### src/sv/jher_pkg.sv
// ----------------------------------------------------------------------------
// jher_pkg: shared types and constants of the JSON hex escape rewriter
// Holds the scan state encoding, the byte run type handed from the decoder
// to the output stage, and the six byte escape sequences.
// ----------------------------------------------------------------------------
package jher_pkg;

  // Scan state of the escape tracker.
  typedef enum logic [1:0] {
    SCAN_NORMAL = 2'd0,
    SCAN_HELD   = 2'd1,
    SCAN_HEX    = 2'd2
  } scan_mode_e;

  // Register indexes on the configuration port.
  localparam logic [1:0] REG_TAG  = 2'd0;
  localparam logic [1:0] REG_AMP  = 2'd1;
  localparam logic [1:0] REG_APOS = 2'd2;
  localparam logic [1:0] REG_QUOT = 2'd3;

  localparam int unsigned RunMax = 6;

  typedef logic [7:0] byte_t;
  // Byte 0 goes out first.
  typedef byte_t [RunMax-1:0] seq_t;

  // Escape sequences, written last byte first.
  localparam seq_t ESC_QUOT = {"2", "2", "0", "0", "u", "\\"};
  localparam seq_t ESC_LT   = {"C", "3", "0", "0", "u", "\\"};
  localparam seq_t ESC_GT   = {"E", "3", "0", "0", "u", "\\"};
  localparam seq_t ESC_AMP  = {"6", "2", "0", "0", "u", "\\"};
  localparam seq_t ESC_APOS = {"7", "2", "0", "0", "u", "\\"};

  // One run of output bytes caused by one input transaction.
  typedef struct packed {
    seq_t       bytes;
    logic [2:0] len;
    logic       fin;
  } run_t;

  // Substitution mode bits.
  typedef struct packed {
    logic tag;
    logic amp;
    logic apos;
    logic quot;
  } modes_t;

endpackage

### src/sv/jher_decode.sv
// ----------------------------------------------------------------------------
// jher_decode: escape tracker and run builder
// Turns one input byte into a run of zero to six output bytes and keeps the
// backslash and hex digit tracking state between transactions.
// ----------------------------------------------------------------------------
module jher_decode
  import jher_pkg::*;
(
  input  logic       clk_i,
  input  logic       rst_ni,
  input  logic       accept_i,
  input  logic [7:0] in_byte_i,
  input  logic       in_final_i,
  input  modes_t     modes_i,
  output run_t       run_o
);

  scan_mode_e scan_mode_q, scan_mode_d;
  logic [2:0] hex_left_q, hex_left_d;

  // Build the run and the next scan state.
  always_comb begin
    run_o       = '0;
    run_o.fin   = in_final_i;
    scan_mode_d = scan_mode_q;
    hex_left_d  = hex_left_q;
    if (scan_mode_q == SCAN_HELD) begin
      if (modes_i.quot && in_byte_i == "\"") begin
        run_o.bytes = ESC_QUOT;
        run_o.len   = 3'd6;
        scan_mode_d = SCAN_NORMAL;
      end else begin
        run_o.bytes[0] = "\\";
        run_o.bytes[1] = in_byte_i;
        run_o.len      = 3'd2;
        if (in_byte_i == "u") begin
          scan_mode_d = SCAN_HEX;
          hex_left_d  = 3'd4;
        end else begin
          scan_mode_d = SCAN_NORMAL;
        end
      end
    end else if (scan_mode_q == SCAN_HEX && hex_left_q != 3'd0) begin
      run_o.bytes[0] = in_byte_i;
      run_o.len      = 3'd1;
      hex_left_d     = hex_left_q - 3'd1;
      if (hex_left_q == 3'd1) begin
        scan_mode_d = SCAN_NORMAL;
      end
    end else begin
      scan_mode_d = SCAN_NORMAL;
      hex_left_d  = 3'd0;
      if (in_byte_i == "\\") begin
        if (in_final_i) begin
          run_o.bytes[0] = in_byte_i;
          run_o.len      = 3'd1;
        end else begin
          scan_mode_d = SCAN_HELD;
        end
      end else if (modes_i.tag && in_byte_i == "<") begin
        run_o.bytes = ESC_LT;
        run_o.len   = 3'd6;
      end else if (modes_i.tag && in_byte_i == ">") begin
        run_o.bytes = ESC_GT;
        run_o.len   = 3'd6;
      end else if (modes_i.amp && in_byte_i == "&") begin
        run_o.bytes = ESC_AMP;
        run_o.len   = 3'd6;
      end else if (modes_i.apos && in_byte_i == "'") begin
        run_o.bytes = ESC_APOS;
        run_o.len   = 3'd6;
      end else begin
        run_o.bytes[0] = in_byte_i;
        run_o.len      = 3'd1;
      end
    end
    // The end of a region returns the tracker to its reset state.
    if (in_final_i) begin
      scan_mode_d = SCAN_NORMAL;
      hex_left_d  = 3'd0;
    end
  end

  // State registers advance only on an accepted transaction.
  always_ff @(posedge clk_i or negedge rst_ni) begin
    if (!rst_ni) begin
      scan_mode_q <= SCAN_NORMAL;
      hex_left_q  <= 3'd0;
    end else if (accept_i) begin
      scan_mode_q <= scan_mode_d;
      hex_left_q  <= hex_left_d;
    end
  end

endmodule

### src/sv/json_hex_escape_rewriter_top.sv
// ----------------------------------------------------------------------------
// json_hex_escape_rewriter_top: HTML-safe hex escape rewriter for JSON text
// Rewrites the bytes of an escaped JSON string region, replacing selected
// characters and escaped quotes with \u00XX sequences.
// ----------------------------------------------------------------------------
// Usage:
//   The input channel (in_valid_i/in_ready_o) takes one byte per transaction
//   with in_final_i marking the last byte of a region. The output channel
//   (out_valid_o/out_ready_i) delivers rewritten bytes; run_end_o marks the
//   last byte caused by one input and region_end_o the last byte of a region.
//   Substitution modes are set over the APB port while the block is idle.
//   An accepted byte is decoded into the run register when it is accepted,
//   then moves on to the output shift register, which offers its first byte.
//   Throughput: one input per cycle while each input yields one byte and the
//   receiver takes every byte. An input yields up to six bytes, and the output
//   shift register sends one byte per cycle while the receiver is ready, so a
//   substitution holds the input back until its bytes have drained.
//   A backslash that opens an escape and does not end a region yields no byte
//   by itself; it is folded into the next run.
//   When the receiver stalls, the output byte holds and one further decoded
//   run waits in the run register before in_ready_o drops.
//   Reset clears the modes, the escape tracker and both stages.
// ----------------------------------------------------------------------------
module json_hex_escape_rewriter_top
  import jher_pkg::*;
(
  input  logic        clk_i,
  input  logic        rst_ni,
  // Input channel
  input  logic        in_valid_i,
  output logic        in_ready_o,
  input  logic [7:0]  in_byte_i,
  input  logic        in_final_i,
  // Output channel
  output logic        out_valid_o,
  input  logic        out_ready_i,
  output logic [7:0]  out_byte_o,
  output logic        run_end_o,
  output logic        region_end_o,
  // Configuration port
  input  logic        psel,
  input  logic        penable,
  input  logic        pwrite,
  input  logic [3:0]  paddr,
  input  logic [31:0] pwdata,
  output logic [31:0] prdata,
  output logic        pready
);

  modes_t     modes_q;
  run_t       dec_run;
  run_t       run_q;
  logic       run_valid_q;
  seq_t       buf_q;
  logic [2:0] rem_q;
  logic       fin_q;
  logic       in_accept;
  logic       em_load;
  logic       out_accept;
  logic       cfg_write;

  // Configuration registers.
  assign pready    = 1'b1;
  assign cfg_write = psel && penable && pwrite;

  always_ff @(posedge clk_i or negedge rst_ni) begin
    if (!rst_ni) begin
      modes_q <= '0;
    end else if (cfg_write) begin
      case (paddr[3:2])
        REG_TAG:  modes_q.tag  <= pwdata[0];
        REG_AMP:  modes_q.amp  <= pwdata[0];
        REG_APOS: modes_q.apos <= pwdata[0];
        REG_QUOT: modes_q.quot <= pwdata[0];
        default:  modes_q      <= modes_q;
      endcase
    end
  end

  always_comb begin
    prdata = '0;
    case (paddr[3:2])
      REG_TAG:  prdata[0] = modes_q.tag;
      REG_AMP:  prdata[0] = modes_q.amp;
      REG_APOS: prdata[0] = modes_q.apos;
      REG_QUOT: prdata[0] = modes_q.quot;
      default:  prdata    = '0;
    endcase
  end

  // Handshake control between the run register and the output stage.
  assign out_accept = out_valid_o && out_ready_i;
  assign em_load    = run_valid_q && (rem_q == 3'd0 || (rem_q == 3'd1 && out_ready_i));
  assign in_ready_o = !run_valid_q || em_load;
  assign in_accept  = in_valid_i && in_ready_o;

  jher_decode u_decode (
    .clk_i      (clk_i),
    .rst_ni     (rst_ni),
    .accept_i   (in_accept),
    .in_byte_i  (in_byte_i),
    .in_final_i (in_final_i),
    .modes_i    (modes_q),
    .run_o      (dec_run)
  );

  // Run register: holds one decoded run; empty runs are dropped.
  always_ff @(posedge clk_i or negedge rst_ni) begin
    if (!rst_ni) begin
      run_valid_q <= 1'b0;
    end else if (in_accept) begin
      run_valid_q <= (dec_run.len != 3'd0);
    end else if (em_load) begin
      run_valid_q <= 1'b0;
    end
  end

  always_ff @(posedge clk_i) begin
    if (in_accept) begin
      run_q <= dec_run;
    end
  end

  // Output shift register: sends byte 0 and shifts down by one byte.
  always_ff @(posedge clk_i or negedge rst_ni) begin
    if (!rst_ni) begin
      rem_q <= 3'd0;
    end else if (em_load) begin
      rem_q <= run_q.len;
    end else if (out_accept) begin
      rem_q <= rem_q - 3'd1;
    end
  end

  always_ff @(posedge clk_i) begin
    if (em_load) begin
      buf_q <= run_q.bytes;
      fin_q <= run_q.fin;
    end else if (out_accept) begin
      buf_q <= buf_q >> 8;
    end
  end

  assign out_valid_o  = (rem_q != 3'd0);
  assign out_byte_o   = buf_q[0];
  assign run_end_o    = (rem_q == 3'd1);
  assign region_end_o = (rem_q == 3'd1) && fin_q;

  // A run never holds more bytes than the longest escape sequence.
  a_rem_bound: assert property (@(posedge clk_i) disable iff (!rst_ni)
    rem_q <= 3'd6)
    else $error("output run length out of range");

  // A pending run that cannot move stays pending.
  a_run_holds: assert property (@(posedge clk_i) disable iff (!rst_ni)
    run_valid_q && !em_load |=> run_valid_q)
    else $error("pending run lost");

  // A new run is loaded only after the previous one has fully drained.
  a_load_drained: assert property (@(posedge clk_i) disable iff (!rst_ni)
    em_load |-> (rem_q == 3'd0) || (out_accept && run_end_o))
    else $error("run loaded over undelivered bytes");

  // With the run register empty, input is always taken.
  a_ready_empty: assert property (@(posedge clk_i) disable iff (!rst_ni)
    !run_valid_q |-> in_ready_o)
    else $error("input stalled with empty run register");

endmodule

### config.mk
export PLATFORM = sky130hd
export DESIGN_NAME = json_hex_escape_rewriter_top
export DESIGN_NICKNAME = d
export VERILOG_FILES = /design/src/sv/jher_pkg.sv /design/src/sv/jher_decode.sv /design/src/sv/json_hex_escape_rewriter_top.sv
export SDC_FILE = /design/constraint.sdc
export NUM_CORES = 1
export LEC_CHECK = 0
export ABC_AREA = 0
export BUFFER_PORTS_ARGS = -buffer_cell sky130_fd_sc_hd__buf_2
export CORE_ASPECT_RATIO = 0.75
export CORE_MARGIN = 1
export CORE_UTILIZATION = 53
export CTS_CLUSTER_DIAMETER = 120
export DETAILED_ROUTE_END_ITERATION = 10
export GPL_ROUTABILITY_DRIVEN = 1
export GPL_TIMING_DRIVEN = 0
export HOLD_SLACK_MARGIN = 0.03
export PLACE_DENSITY = 0.79
export SYNTH_ARGS = -nofsm -noshare
export SYNTH_HDL_FRONTEND = slang
export SYNTH_SLANG_ARGS = --single-unit
### constraint.sdc
create_clock -name clk_i -period 2.8 [get_ports clk_i]
set_clock_uncertainty 0.2 [all_clocks]
set_input_delay 0.28 -clock clk_i [delete_from_list [all_inputs] [get_ports clk_i]]
set_output_delay 0.28 -clock clk_i [all_outputs]
set_load 0.03 [all_outputs]
# Yosys cells after proc, flatten, opt, wreduce, memory -nomap -nowiden
# Cells that the tools add are included.
[classes]
addsub = 2
eq_ne = 17
n_mux = 32
reduce_logical = 29
[ops]
columns = ["operator", "n"]
rows = [
  ["51-bit 2-to-1 mux", 3],
  ["48-bit 2-to-1 mux", 2],
  ["40-bit 2-to-1 mux", 2],
  ["49-bit 2-to-1 mux", 1],
  ["11-bit 2-to-1 mux", 4],
  ["8-bit by 6-bit equality test with 1-bit output (second input constant)", 5],
  ["38-bit 2-to-1 mux", 1],
  ["30-bit 2-to-1 mux", 1],
  ["3-bit 2-to-1 mux", 7],
  ["19-bit 2-to-1 mux", 1],
  ["8-bit by 7-bit equality test with 1-bit output (second input constant)", 2],
  ["1-bit logical AND", 13],
  ["2-bit 2-to-1 mux", 6],
  ["2-bit AND reduction", 5],
  ["3-bit nonzero test", 3],
  ["2-bit equality test (second input constant)", 3],
  ["3-bit by 1-bit equality test with 1-bit output (second input constant)", 2],
  ["3-bit inequality test (second input constant)", 2],
  ["3-bit by 1-bit subtractor with 3-bit output (second input constant)", 2],
  ["2-bit by 1-bit equality test with 1-bit output (second input constant)", 2],
  ["4-bit by 3-bit inequality test with 1-bit output (second input constant)", 1],
  ["1-bit case mux with 4 select lines", 1],
  ["2-bit nonzero test", 2],
  ["3-bit zero test", 1],
  ["5 further kinds", 8],
]
[word_totals]
reg_bits = 114
inputBits = 52
wordCells = 103

# Logic depth before layout (Yosys ltp)
# Gate-level depths: netlist of run 1.
[depth]
ltp_word = 11
depth_mapped = 8
ltp_nobuf = 7

# Cells and area by module
# A second synthesis of run 1 with hierarchy kept.
[unflattened]
hier_cells = 365
hier_area_um2 = 5571.6
[by_module_without_submodules]
columns = ["module", "n_inst", "cells_per_inst", "area_each_um2", "seq_area_each_um2"]
rows = [
  ["json_hex_escape_rewriter_top", 1, 248, 4644.5, 3233.1],
  ["jher_decode", 1, 117, 927.1, 125.1],
]

# Least setup slack after synthesis of run 1
# OpenSTA, ideal clock, no wires.
[synth_timing]
path_type = "flip-flop to flip-flop"
start = "register rem_q[0]"
end = "register u_decode.hex_left_q[1]"
setup_time_ns = 0.128
arrival_time_ns = 2.182
required_ns = 2.472
path_slack_ns = 0.290
stages_incl_launch_ff = 7
synth_period_minus_slack_ns = 2.510
cell_sequence = "dfrtp_1 -> inv_1 -> ha_1 -> a21oi_1 -> o21ai_0 -> o311ai_4 -> mux2_1"
[synth_via]
elab_chain_len = 7
[synth_lines]
columns = ["item", "line_no", "text"]
rows = [
  ["start: declaration", "json_hex_escape_rewriter_top.sv:55", "logic [2:0] rem_q;"],
  ["start signal: assignment", "json_hex_escape_rewriter_top.sv:129", "rem_q <= run_q.len;"],
  ["start signal: assignment", "json_hex_escape_rewriter_top.sv:131", "rem_q <= rem_q - 3'd1;"],
  ["3-bit by 1-bit equality test with 1-bit output", "json_hex_escape_rewriter_top.sv:93", "assign em_load = run_valid_q && (rem_q == 3'd0 || (rem_q == 3'd1 && out_ready_i));"],
  ["1-bit logical AND", "json_hex_escape_rewriter_top.sv:93", ""],
  ["1-bit logical OR *", "json_hex_escape_rewriter_top.sv:93", ""],
  ["1-bit logical AND *", "json_hex_escape_rewriter_top.sv:93", ""],
  ["1-bit logical OR *", "json_hex_escape_rewriter_top.sv:94", "assign in_ready_o = !run_valid_q || em_load;"],
  ["net in_ready_o", "json_hex_escape_rewriter_top.sv:31", "output logic in_ready_o,"],
  ["1-bit logical AND *", "json_hex_escape_rewriter_top.sv:95", "assign in_accept = in_valid_i && in_ready_o;"],
  ["3-bit AND reduction (no line) *", "n/a", ""],
  ["end signal: assignment", "jher_decode.sv:91", "hex_left_q <= hex_left_d;"],
  ["end: declaration", "jher_decode.sv:19", "logic [2:0] hex_left_q, hex_left_d;"],
]
# Mark *: on every way through the listed nets, which the timed path passes. The rest lies on a longest branch.
# A chain may end at the register's enable or synchronous reset.

# Worst setup path after layout of run 1
[layout_timing]
start = "register rem_q[0]"
end = "register rem_q[2]"
[layout_via]
elab_chain_len = 5
[layout_lines]
columns = ["item"]
rows = [
  ["parallel branches: the longest is 5 deep, another holds 3-bit by 1-bit subtractor with 3-bit output"],
]
# Several ways; the timed one is not identified. The select of a mux whose other input is x is not followed.

==> results of run 1 <==
==> timing repair <==
action / 4_1_cts / 5_1_grt
hold buffers: 3 / 0
hold endpoints to repair: 18 / 0
resized for setup: 0 / 0
setup buffers: 0 / 0
setup endpoints to repair: 0 / 0
==> power breakdown <==
group,switching (uW),internal [uW],total (uW)
registers,116,1660,1770
logic,757,434,1190
clock network,371,404,775
==> area by class of cell <==
cell class	instances	area (um^2)	share of cell area, %
plain buffers	48	346.6	7.901
clock buffers	10	127.6	2.909
clock inverters	5	55.05	1.255
inverters	12	45.04	1.027
multi-input cells	220	1318	30.03
flip-flops and latches	75	2187	49.86
well taps	98	122.6	2.795
repair buffers	34	185.2	4.221
==> state kept, by name, summed over array words and instances (netlist names) <==
name	flops
u_decode.hex_left_q	3
fin_q	1
u_decode.scan_mode_q	2
out_byte_o	8
rem_q	3
modes_q	4
run_valid_q	1
run_q	25
buf_q	28
==> metal layers <==
metal / GRT usage [%] / vias up / share of wire, %
met5: 0 / - / 0
met4: 6.046 / 0 / 1.4
met3: 6.964 / 11 / 5.7
met2: 32.48 / 61 / 49
met1: 23.77 / 1117 / 44
li1: - / 1216 / -
==> synthesized netlist by cell type (6+ instances only) <==
master / instances / area (um^2)
edfxtp_1: 62 / 1862
nand2_1: 58 / 217.7
buf_4: 40 / 300.3
and2_1: 20 / 125.1
nor2_1: 15 / 56.30
dfrtp_1: 13 / 325.3
inv_1: 12 / 45.04
o21ai_0: 11 / 55.05
mux2_2: 7 / 78.83
nand3_1: 7 / 35.03
ha_1: 6 / 75.07
==> logic make-up (layout without fill, tap and decap cells) <==
group	after synthesis	after routing
AND/OR/NAND/NOR	134	134
flip-flops	75	75
AO/OA/AOI/OAI	37	37
adder cells (fa/ha/maj)	6	6
buffers and inverters	60	109
other	2	32
multiplexers	11	11
==> worst reg2reg max path, stage by stage (launching register included) <==
cell and delay, ps:
dfrtp_1 420, inv_1 100, ha_1 210, nand2b_1 90, mux2_2 870, o21ai_0 230
a22oi_1 190
==> per-stage QoR <==
step	cell area [um^2]	hold WS [ps]
6_report	4387	45.26
3_5_place_dp	4174	-0.01316
3_3_place_gp	4174	-17.06
5_1_grt	4387	53.24
4_1_cts	4387	37.62
2_1_floorplan	3896	-215.6
==> worst max-delay path by stage <==
| stage | start | end | slack (ps) | cells after the start |
|---|---|---|---|---|
| detailed placement | rem_q[0] | rem_q[2] | 430 | 6 |
| floorplan | rem_q[0] | u_decode.hex_left_q[1] | 290 | 6 |
| global placement | rem_q[0] | rem_q[2] | 500 | 6 |
| CTS | rem_q[0] | rem_q[2] | 390 | 6 |
| global route | rem_q[0] | rem_q[2] | 140 | 6 |
| finish | rem_q[0] | rem_q[2] | 400 | 6 |
==> flow_metrics.py, run 1 <==
metrics = {
    "drt": {
        "post_drt_wl_per_cell_um": 12.80,
        "ant_nets": 0,
        "via_count": 2405,
        "drt-total-wl_um": 6428,
        "drt-vias-per-instance": 4.791,
        "route.detailed.drc": 0,
        "first_iter_violations": 132,
        "drtPass1Iterations": 5,
    },
    "layout": {
        "finalNonFillerCells": 502,
        "final_util_pct": 63.91,
        "area_growth_pct": 15.94,
        "antenna_cells": 0,
        "layout_common_cells": "edfxtp_1, nand2_1, buf_4, buf_2, conb_1",
        "drive_above_1_share_pct": 27.23,
        "num-nets-final": 458,
        "fillers": 551,
        "layout_commonest_cell": "edfxtp_1",
    },
    "worst_setup_path": {
        "r2r_setup_slack_ps": 400,
        "crit_buf_inv": 1,
        "endpoint_kind": "register",
        "arrival_ps": 2460,
        "worst-r2r-cell-count": 6,
        "critical_path_class": "reg2reg",
        "critPathMaxStageDelay_ps": 870,
        "r2r-start": "rem_q[0]",
        "start_kind": "register",
        "cp_max_fo": 42,
        "path_cells": "inv_1 > ha_1 > nand2b_1 > mux2_2 > o21ai_0 > a22oi_1",
        "timing.rr.end": "rem_q[2]",
        "path_delay_family": "multiplexers",
        "required_ps": 2850,
        "critical-path-slowest-cell": "mux2_2",
    },
    "min_path": {
        "hp-class": "in2reg",
        "worstHoldEndpoint": "run_valid_q",
        "worst_hold_path.num_cells": 3,
        "min_from": "in_valid_i",
    },
    "sta": {
        "fin_setup_tns_ps": 0,
        "setup_viol": 0,
        "hold_viol": 0,
        "slew_viol_final": 0,
        "rsz0062_at_grt": "false",
        "period_share_pct": 85.80,
        "fmax_mhz": 416.3,
        "slew_headroom_pct": 36.22,
        "worst_pin_slew_ps": 956.7,
        "min_period_ps": 2402,
        "fin_ws_ps": 397.7,
    },
    "logic_synthesis": {
        "avgSynthCellArea_um2": 11.64,
        "yosysWarnings": 0,
        "ys_seq_area_share_pct": 57.80,
        "synth-seq-cells": 75,
        "synth_xor_area_share_pct": 0,
        "synth_top_family_by_area": "simple AND/OR/NAND/NOR gates",
        "synth_compound_area_share_pct": 7.077,
        "synth_flop_cell": "edfxtp_1",
        "synthArstFlopShare_pct": 17.33,
        "synthCells": 325,
        "ys_types": 49,
        "synthAdderAreaFrac_pct": 1.984,
        "synth_edf_count": 62,
        "syn_area_um2": 3784,
        "synthMuxAreaShare_pct": 3.505,
        "synth-simple-area-share_pct": 19.08,
    },
    "placement": {
        "place_hpwl_um": 4571,
        "post-place-ws_ps": 429.8,
        "place_inst": 484,
        "place.port_buffers": 31,
        "routabilityCongestion": 0.8748,
    },
    "clock_tree": {
        "cts_tree": "yes",
        "clock_sinks": 75,
        "htree_levels": 3,
        "numCtsBuffers": 9,
        "cts_root_buf": "clkbuf_8",
        "worstSkewPairLatency_ps": 340,
        "clk_pin_slew_worst_paths_ps": 70,
        "clockBufferDepth": 2,
    },
    "floorplan": {
        "die_y_um": 75.17,
        "dieArea_um2": 7484,
        "initial_core_util_pct": 55.12,
        "dieWidth_um": 99.57,
        "io_pins": 97,
        "rows": 26,
        "core_area_um2": 6864,
    },
    "pwr": {
        "irDropWorstVdd_mv": 0.3942,
        "powerDensity_nw_per_um2": 852.4,
        "leakagePower_uw": 0.001901,
        "power.total_uw": 3739,
    },
    "flow_run": {
        "drv_cap": 0,
    },
    "global_routing": {
        "grtUsageTotal_pct": 19.29,
        "grt_pass1_vias": 2220,
        "grt_max_degree": 43,
        "gr-total-overflow": 0,
        "grt_pass1_wl_um": 10470,
        "antenna_found_initial": 0,
    },
    "run_status": {
        "outcome": "finished, final reports clean",
    },
}
Note: power is estimated with default switching activity, not from simulation.
==> run 2, diff against run 1 <==
--- a/config.mk
+++ b/config.mk
@@ -9,13 +9,14 @@
 export BUFFER_PORTS_ARGS = -buffer_cell sky130_fd_sc_hd__buf_2
 export CORE_ASPECT_RATIO = 0.75
 export CORE_MARGIN = 1
-export CORE_UTILIZATION = 53
+export CORE_UTILIZATION = 55
+export CTS_BUF_LIST = sky130_fd_sc_hd__clkbuf_2
 export CTS_CLUSTER_DIAMETER = 120
 export DETAILED_ROUTE_END_ITERATION = 10
 export GPL_ROUTABILITY_DRIVEN = 1
 export GPL_TIMING_DRIVEN = 0
 export HOLD_SLACK_MARGIN = 0.03
-export PLACE_DENSITY = 0.79
+export PLACE_DENSITY = 0.81
 export SYNTH_ARGS = -nofsm -noshare
 export SYNTH_HDL_FRONTEND = slang
 export SYNTH_SLANG_ARGS = --single-unit
==> flow_metrics.py, run 2 (synthesis results as in run 1) <==
metrics = {
    "global_routing": {
        "antenna_found_initial": 0,
        "gr-total-overflow": 0,
        "grt_max_degree": 43,
        "grt_pass1_vias": 2377,
        "grtUsageTotal_pct": 21.19,
        "grt_pass1_wl_um": 11140,
    },
    "layout": {
        "layout_commonest_cell": "edfxtp_1",
        "num-nets-final": 474,
        "regMostFlops": "buf_q",
        "antenna_cells": 0,
        "finalNonFillerCells": 502,
        "largest_register_ff_count": 28,
        "drive_above_1_share_pct": 26.84,
        "layout_common_cells": "edfxtp_1, nand2_1, buf_4, buf_2, conb_1",
        "area_growth_pct": 17.16,
        "design_area_um2": 4433,
        "fillers": 495,
    },
    "clock_tree": {
        "clk_pin_slew_worst_paths_ps": 190,
        "cts_tree": "yes",
        "clock_sinks": 75,
        "worstSkewPairLatency_ps": 530,
        "cts_resized": 0,
        "numCtsBuffers": 9,
        "clockBufferDepth": 2,
        "htree_levels": 3,
        "cts_root_buf": "clkbuf_2",
    },
    "floorplan": {
        "core_area_um2": 6475,
        "initial_core_util_pct": 58.43,
        "dieWidth_um": 97.77,
        "dieArea_um2": 7218,
        "rows": 25,
        "io_pins": 97,
        "die_y_um": 73.83,
    },
    "worst_setup_path": {
        "arrival_ps": 2050,
        "r2r-start": "rem_q[1]",
        "critical_path_class": "reg2out",
        "startpoint": "rem_q[1]",
        "required_ps": 2320,
        "start_kind": "register",
        "cp_max_fo": 3,
        "worst-r2r-cell-count": 6,
        "endpoint_kind": "output pin",
    },
    "sta": {
        "slew_headroom_pct": 36.97,
        "fmax_mhz": 395.2,
        "fin_setup_tns_ps": 0,
        "hold_viol": 0,
        "worst_pin_slew_ps": 945.5,
        "rsz0062_at_grt": "false",
        "min_period_ps": 2530,
        "slew_viol_final": 0,
        "period_share_pct": 90.36,
        "setup_viol": 0,
    },
    "placement": {
        "placed_area_um2": 4153,
        "place_hpwl_um": 4709,
        "place.port_buffers": 31,
        "routabilityCongestion": 0.8610,
        "place_inst": 467,
    },
    "min_path": {
        "hp-class": "in2reg",
        "min_from": "penable",
        "worst_hold_path.num_cells": 4,
    },
    "run_status": {
        "violations": "design-rule violations",
        "outcome": "finished with violations",
    },
    "drt": {
        "post_drt_wl_per_cell_um": 13.67,
        "first_iter_violations": 160,
        "drtPass1Iterations": 8,
        "route.detailed.drc": 6,
        "drt-total-wl_um": 6864,
        "via_count": 2536,
        "ant_nets": 0,
        "drt-vias-per-instance": 5.052,
    },
    "pwr": {
        "irDropWorstVdd_mv": 0.4331,
        "leakagePower_uw": 0.001949,
        "powerDensity_nw_per_um2": 789.5,
    },
    "flow_run": {
        "drv_cap": 0,
    },
}
[run 2: cell types whose count changed in the layout (fill, tap and decap cells not counted), sizes merged]
cell,delta
clkinv,+1
bufinv,-1
dlygate4sd3,+16
inv,+1
[run 2: metal layers]
layer  vias up  wire [um]  track usage, %
met5         -          0               0
met1      1186       2900           24.86
li1       1245          -               -
met3        15        445           6.851
met4         0        122           7.576
met2        90       3396           37.27
[run 2: cell type report]
type | instances | area [um^2] | area share [%]
clock inverters | 6 | 40.04 | 0.9032
flip-flops and latches | 75 | 2187 | 49.34
plain buffers | 48 | 346.6 | 7.818
clock buffers | 10 | 50.05 | 1.129
repair buffers | 50 | 345.3 | 7.790
multi-input cells | 220 | 1318 | 29.72
inverters | 12 | 45.04 | 1.016
well taps | 81 | 101.3 | 2.286
[run 2: repair_timing]
action	in CTS	in global routing
hold buffers	19	0
buffers inserted	0	0
hold endpoints to repair	40	0
setup endpoints to repair	0	0
[run 2: worst paths after layout]
path | end | slack, ps
setup / recovery | in_ready_o | 270
hold / removal | modes_q[1] | 60
setup reg to reg | rem_q[2] | 350
hold reg to reg | fin_q | 240
max in group asynchronous | rem_q[2] | 1400
min in group asynchronous | u_decode.hex_left_q[1] | 590
[run 2: worst max-delay path, cell delays in order (launching register included)]
cell     delay, ps
dfrtp_1        420
inv_1          120
ha_1           220
a21oi_1         80
o21ai_0        400
buf_2          290
[run 2: where the power goes]
group | leakage, uW | switching, uW | internal (uW) | total (uW)
registers | 0.000763 | 118 | 1650 | 1770
logic | 0.00112 | 775 | 452 | 1230
clock network | 0.0000621 | 383 | 120 | 503
[run 2: through the flow]
stage	setup slack, ps	utilization [%]	total power [uW]	hold WS (ps)
after floorplan	290.2	-	2690	-215.6
after global placement	501.3	64.14	2936	-12.52
after detailed placement	393.8	64.14	2998	-13.30
after CTS	246.6	68.46	3504	38.00
after global routing	61.13	68.46	3710	39.51
final	269.8	68.46	3500	60.60
==> run 3, diff against run 2 <==
--- a/config.mk
+++ b/config.mk
@@ -9,14 +9,13 @@
 export BUFFER_PORTS_ARGS = -buffer_cell sky130_fd_sc_hd__buf_2
 export CORE_ASPECT_RATIO = 0.75
 export CORE_MARGIN = 1
-export CORE_UTILIZATION = 55
+export CORE_UTILIZATION = 30
 export CTS_BUF_LIST = sky130_fd_sc_hd__clkbuf_2
 export CTS_CLUSTER_DIAMETER = 120
 export DETAILED_ROUTE_END_ITERATION = 10
 export GPL_ROUTABILITY_DRIVEN = 1
-export GPL_TIMING_DRIVEN = 0
 export HOLD_SLACK_MARGIN = 0.03
-export PLACE_DENSITY = 0.81
+export PLACE_DENSITY = 0.49
 export SYNTH_ARGS = -nofsm -noshare
 export SYNTH_HDL_FRONTEND = slang
 export SYNTH_SLANG_ARGS = --single-unit
==> flow_metrics.py, run 3 (synthesis results as in run 1) <==
metrics = {
    "layout": {
        "fillers": 1231,
        "largest_register_ff_count": 28,
        "num-nets-final": 433,
        "final_util_pct": 34.73,
        "area_growth_pct": 12.96,
        "antenna_cells": 0,
        "layout_commonest_cell": "edfxtp_1",
        "layout_common_cells": "edfxtp_1, nand2_1, conb_1, buf_2",
        "regMostFlops": "buf_q",
        "drive_above_1_share_pct": 19.26,
    },
    "global_routing": {
        "grt_pass1_vias": 2207,
        "grtUsageTotal_pct": 11.76,
        "grt_max_degree": 33,
        "grt_pass1_wl_um": 11550,
        "gr-total-overflow": 0,
        "antenna_found_initial": 0,
    },
    "floorplan": {
        "dieWidth_um": 131.7,
        "rows": 35,
        "initial_core_util_pct": 30.75,
        "core_area_um2": 12310,
        "die_y_um": 99.26,
        "io_pins": 97,
        "dieArea_um2": 13070,
    },
    "drt": {
        "ant_nets": 0,
        "via_count": 2341,
        "route.met3.wl_um": 310,
        "drt-total-wl_um": 7070,
        "first_iter_violations": 115,
        "wl_met2_um": 3163,
        "post_drt_wl_per_cell_um": 12.97,
        "drt-vias-per-instance": 4.295,
        "wirelength_met1_um": 3502,
        "highest_layer": "met4",
        "route.detailed.drc": 0,
        "drtPass1Iterations": 4,
    },
    "clock_tree": {
        "numCtsBuffers": 9,
        "clockBufferDepth": 2,
        "clock_sinks": 75,
        "worstSkewPairLatency_ps": 560,
        "htree_levels": 3,
        "cts_root_buf": "clkbuf_2",
        "cts_tree": "yes",
        "clk_pin_slew_worst_paths_ps": 230,
    },
    "sta": {
        "slew_headroom_pct": 54.53,
        "fin_setup_tns_ps": 0,
        "fmax_mhz": 381.2,
        "hold_viol": 0,
        "period_share_pct": 93.68,
        "worst_pin_slew_ps": 679.8,
        "slew_viol_final": 0,
        "setup_viol": 0,
        "min_period_ps": 2623,
        "rsz0062_at_grt": "false",
        "whs_ps": 133.3,
    },
    "worst_setup_path": {
        "crit_end": "in_ready_o",
        "critPathMaxStageDelay_ps": 480,
        "required_ps": 2320,
        "path_delay_family": "flip-flops",
        "timing.rr.end": "buf_q[32]",
        "worst-r2r-cell-count": 5,
        "arrival_ps": 2140,
        "cp.depth": 5,
        "startpoint": "rem_q[0]",
        "r2r_setup_slack_ps": 590,
        "cp_max_fo": 4,
        "crit_buf_inv": 2,
        "critical_path_class": "reg2out",
        "critical-path-slowest-cell": "dfrtp_1",
        "path_cells": "inv_1 > ha_1 > a21oi_1 > o21ai_0 > buf_2",
        "endpoint_kind": "output pin",
        "r2r-start": "rem_q[0]",
        "start_kind": "register",
    },
    "run_status": {
        "outcome": "finished, final reports clean",
    },
    "placement": {
        "place_hpwl_um": 4664,
        "routabilityCongestion": 0.7353,
        "place.port_buffers": 31,
    },
    "flow_run": {
        "drv_cap": 0,
    },
    "pwr": {
        "irDropWorstVdd_mv": 0.3477,
        "leakagePower_uw": 0.001749,
        "powerDensity_nw_per_um2": 810.7,
    },
    "min_path": {
        "hp-class": "in2reg",
    },
}
-- run 3: cell count changes in the layout (fill, tap and decap cells not counted), moves of 2 or more --
cell      previous run  this run
buf_4               40         5
buf_6                2         0
clkbuf_1             4         0
clkinv_1             0         2
clkinv_2             3         0
-- run 3: metal layers --
| metal | vias up | track usage (%) |
|---|---|---|
| li1 | 1160 | - |
| met1 | 1128 | 15.11 |
| met2 | 44 | 18.03 |
| met3 | 9 | 4.332 |
| met4 | 0 | 4.562 |
| met5 | - | 0 |
-- run 3: area by class of cell --
class                   instances  area [um^2]  area share (%)
clock buffers                  10        50.05           1.171
flip-flops and latches         75         2187           51.17
well taps                     166        207.7           4.859
repair buffers                 57        412.9           9.660
multi-input cells             220         1318           30.83
inverters                      12        45.04           1.054
clock inverters                 5        53.80           1.259
-- run 3: through the flow --
step | instance area, um^2 | power [uW] | worst slack, ps | instances
after floorplan | 3896 | 2690 | 290.2 | 355
after global routing | 4274 | 3695 | 17.69 | 545
after detailed placement | 3970 | 2905 | 627.9 | 510
after CTS | 4274 | 3511 | 190.9 | 545
after global placement | 3970 | 2883 | 672.0 | 510
final | 4274 | 3465 | 176.9 | 545
-- run 3: worst min-delay path, cell delays in order --
cell	delay, ps
buf_2	110
a21oi_1	120
o21ai_0	190
o21ai_0	120
-- run 3: how the worst min path moves through the flow --
stage	startpoint	end	slack, ps	cells past startpoint
3_5_place_dp	rst_ni	modes_q[0]	2	1
4_1_cts	out_ready_i	run_valid_q	100	4
5_1_grt	out_ready_i	run_valid_q	150	4
2_1_floorplan	rst_ni	modes_q[0]	-220	0
3_3_place_gp	rst_ni	modes_q[1]	1	1
6_report	out_ready_i	run_valid_q	130	4
-- run 3: report_power, final --
| group | internal (uW) | total, uW | switching, uW | leakage [uW] |
|---|---|---|---|---|
| registers | 1650 | 1750 | 107 | 0.000763 |
| clock network | 202 | 583 | 380 | 0.0000635 |
| logic | 382 | 1130 | 746 | 0.000923 |
| total | 2230 | 3470 | 1230 | 0.00175 |
-- run 3: repair_timing --
item / CTS / global route
endpoints found under the hold margin: 41 / 0
gates resized for setup: 0 / 0
setup buffers: 0 / 0
hold buffers: 20 / 0
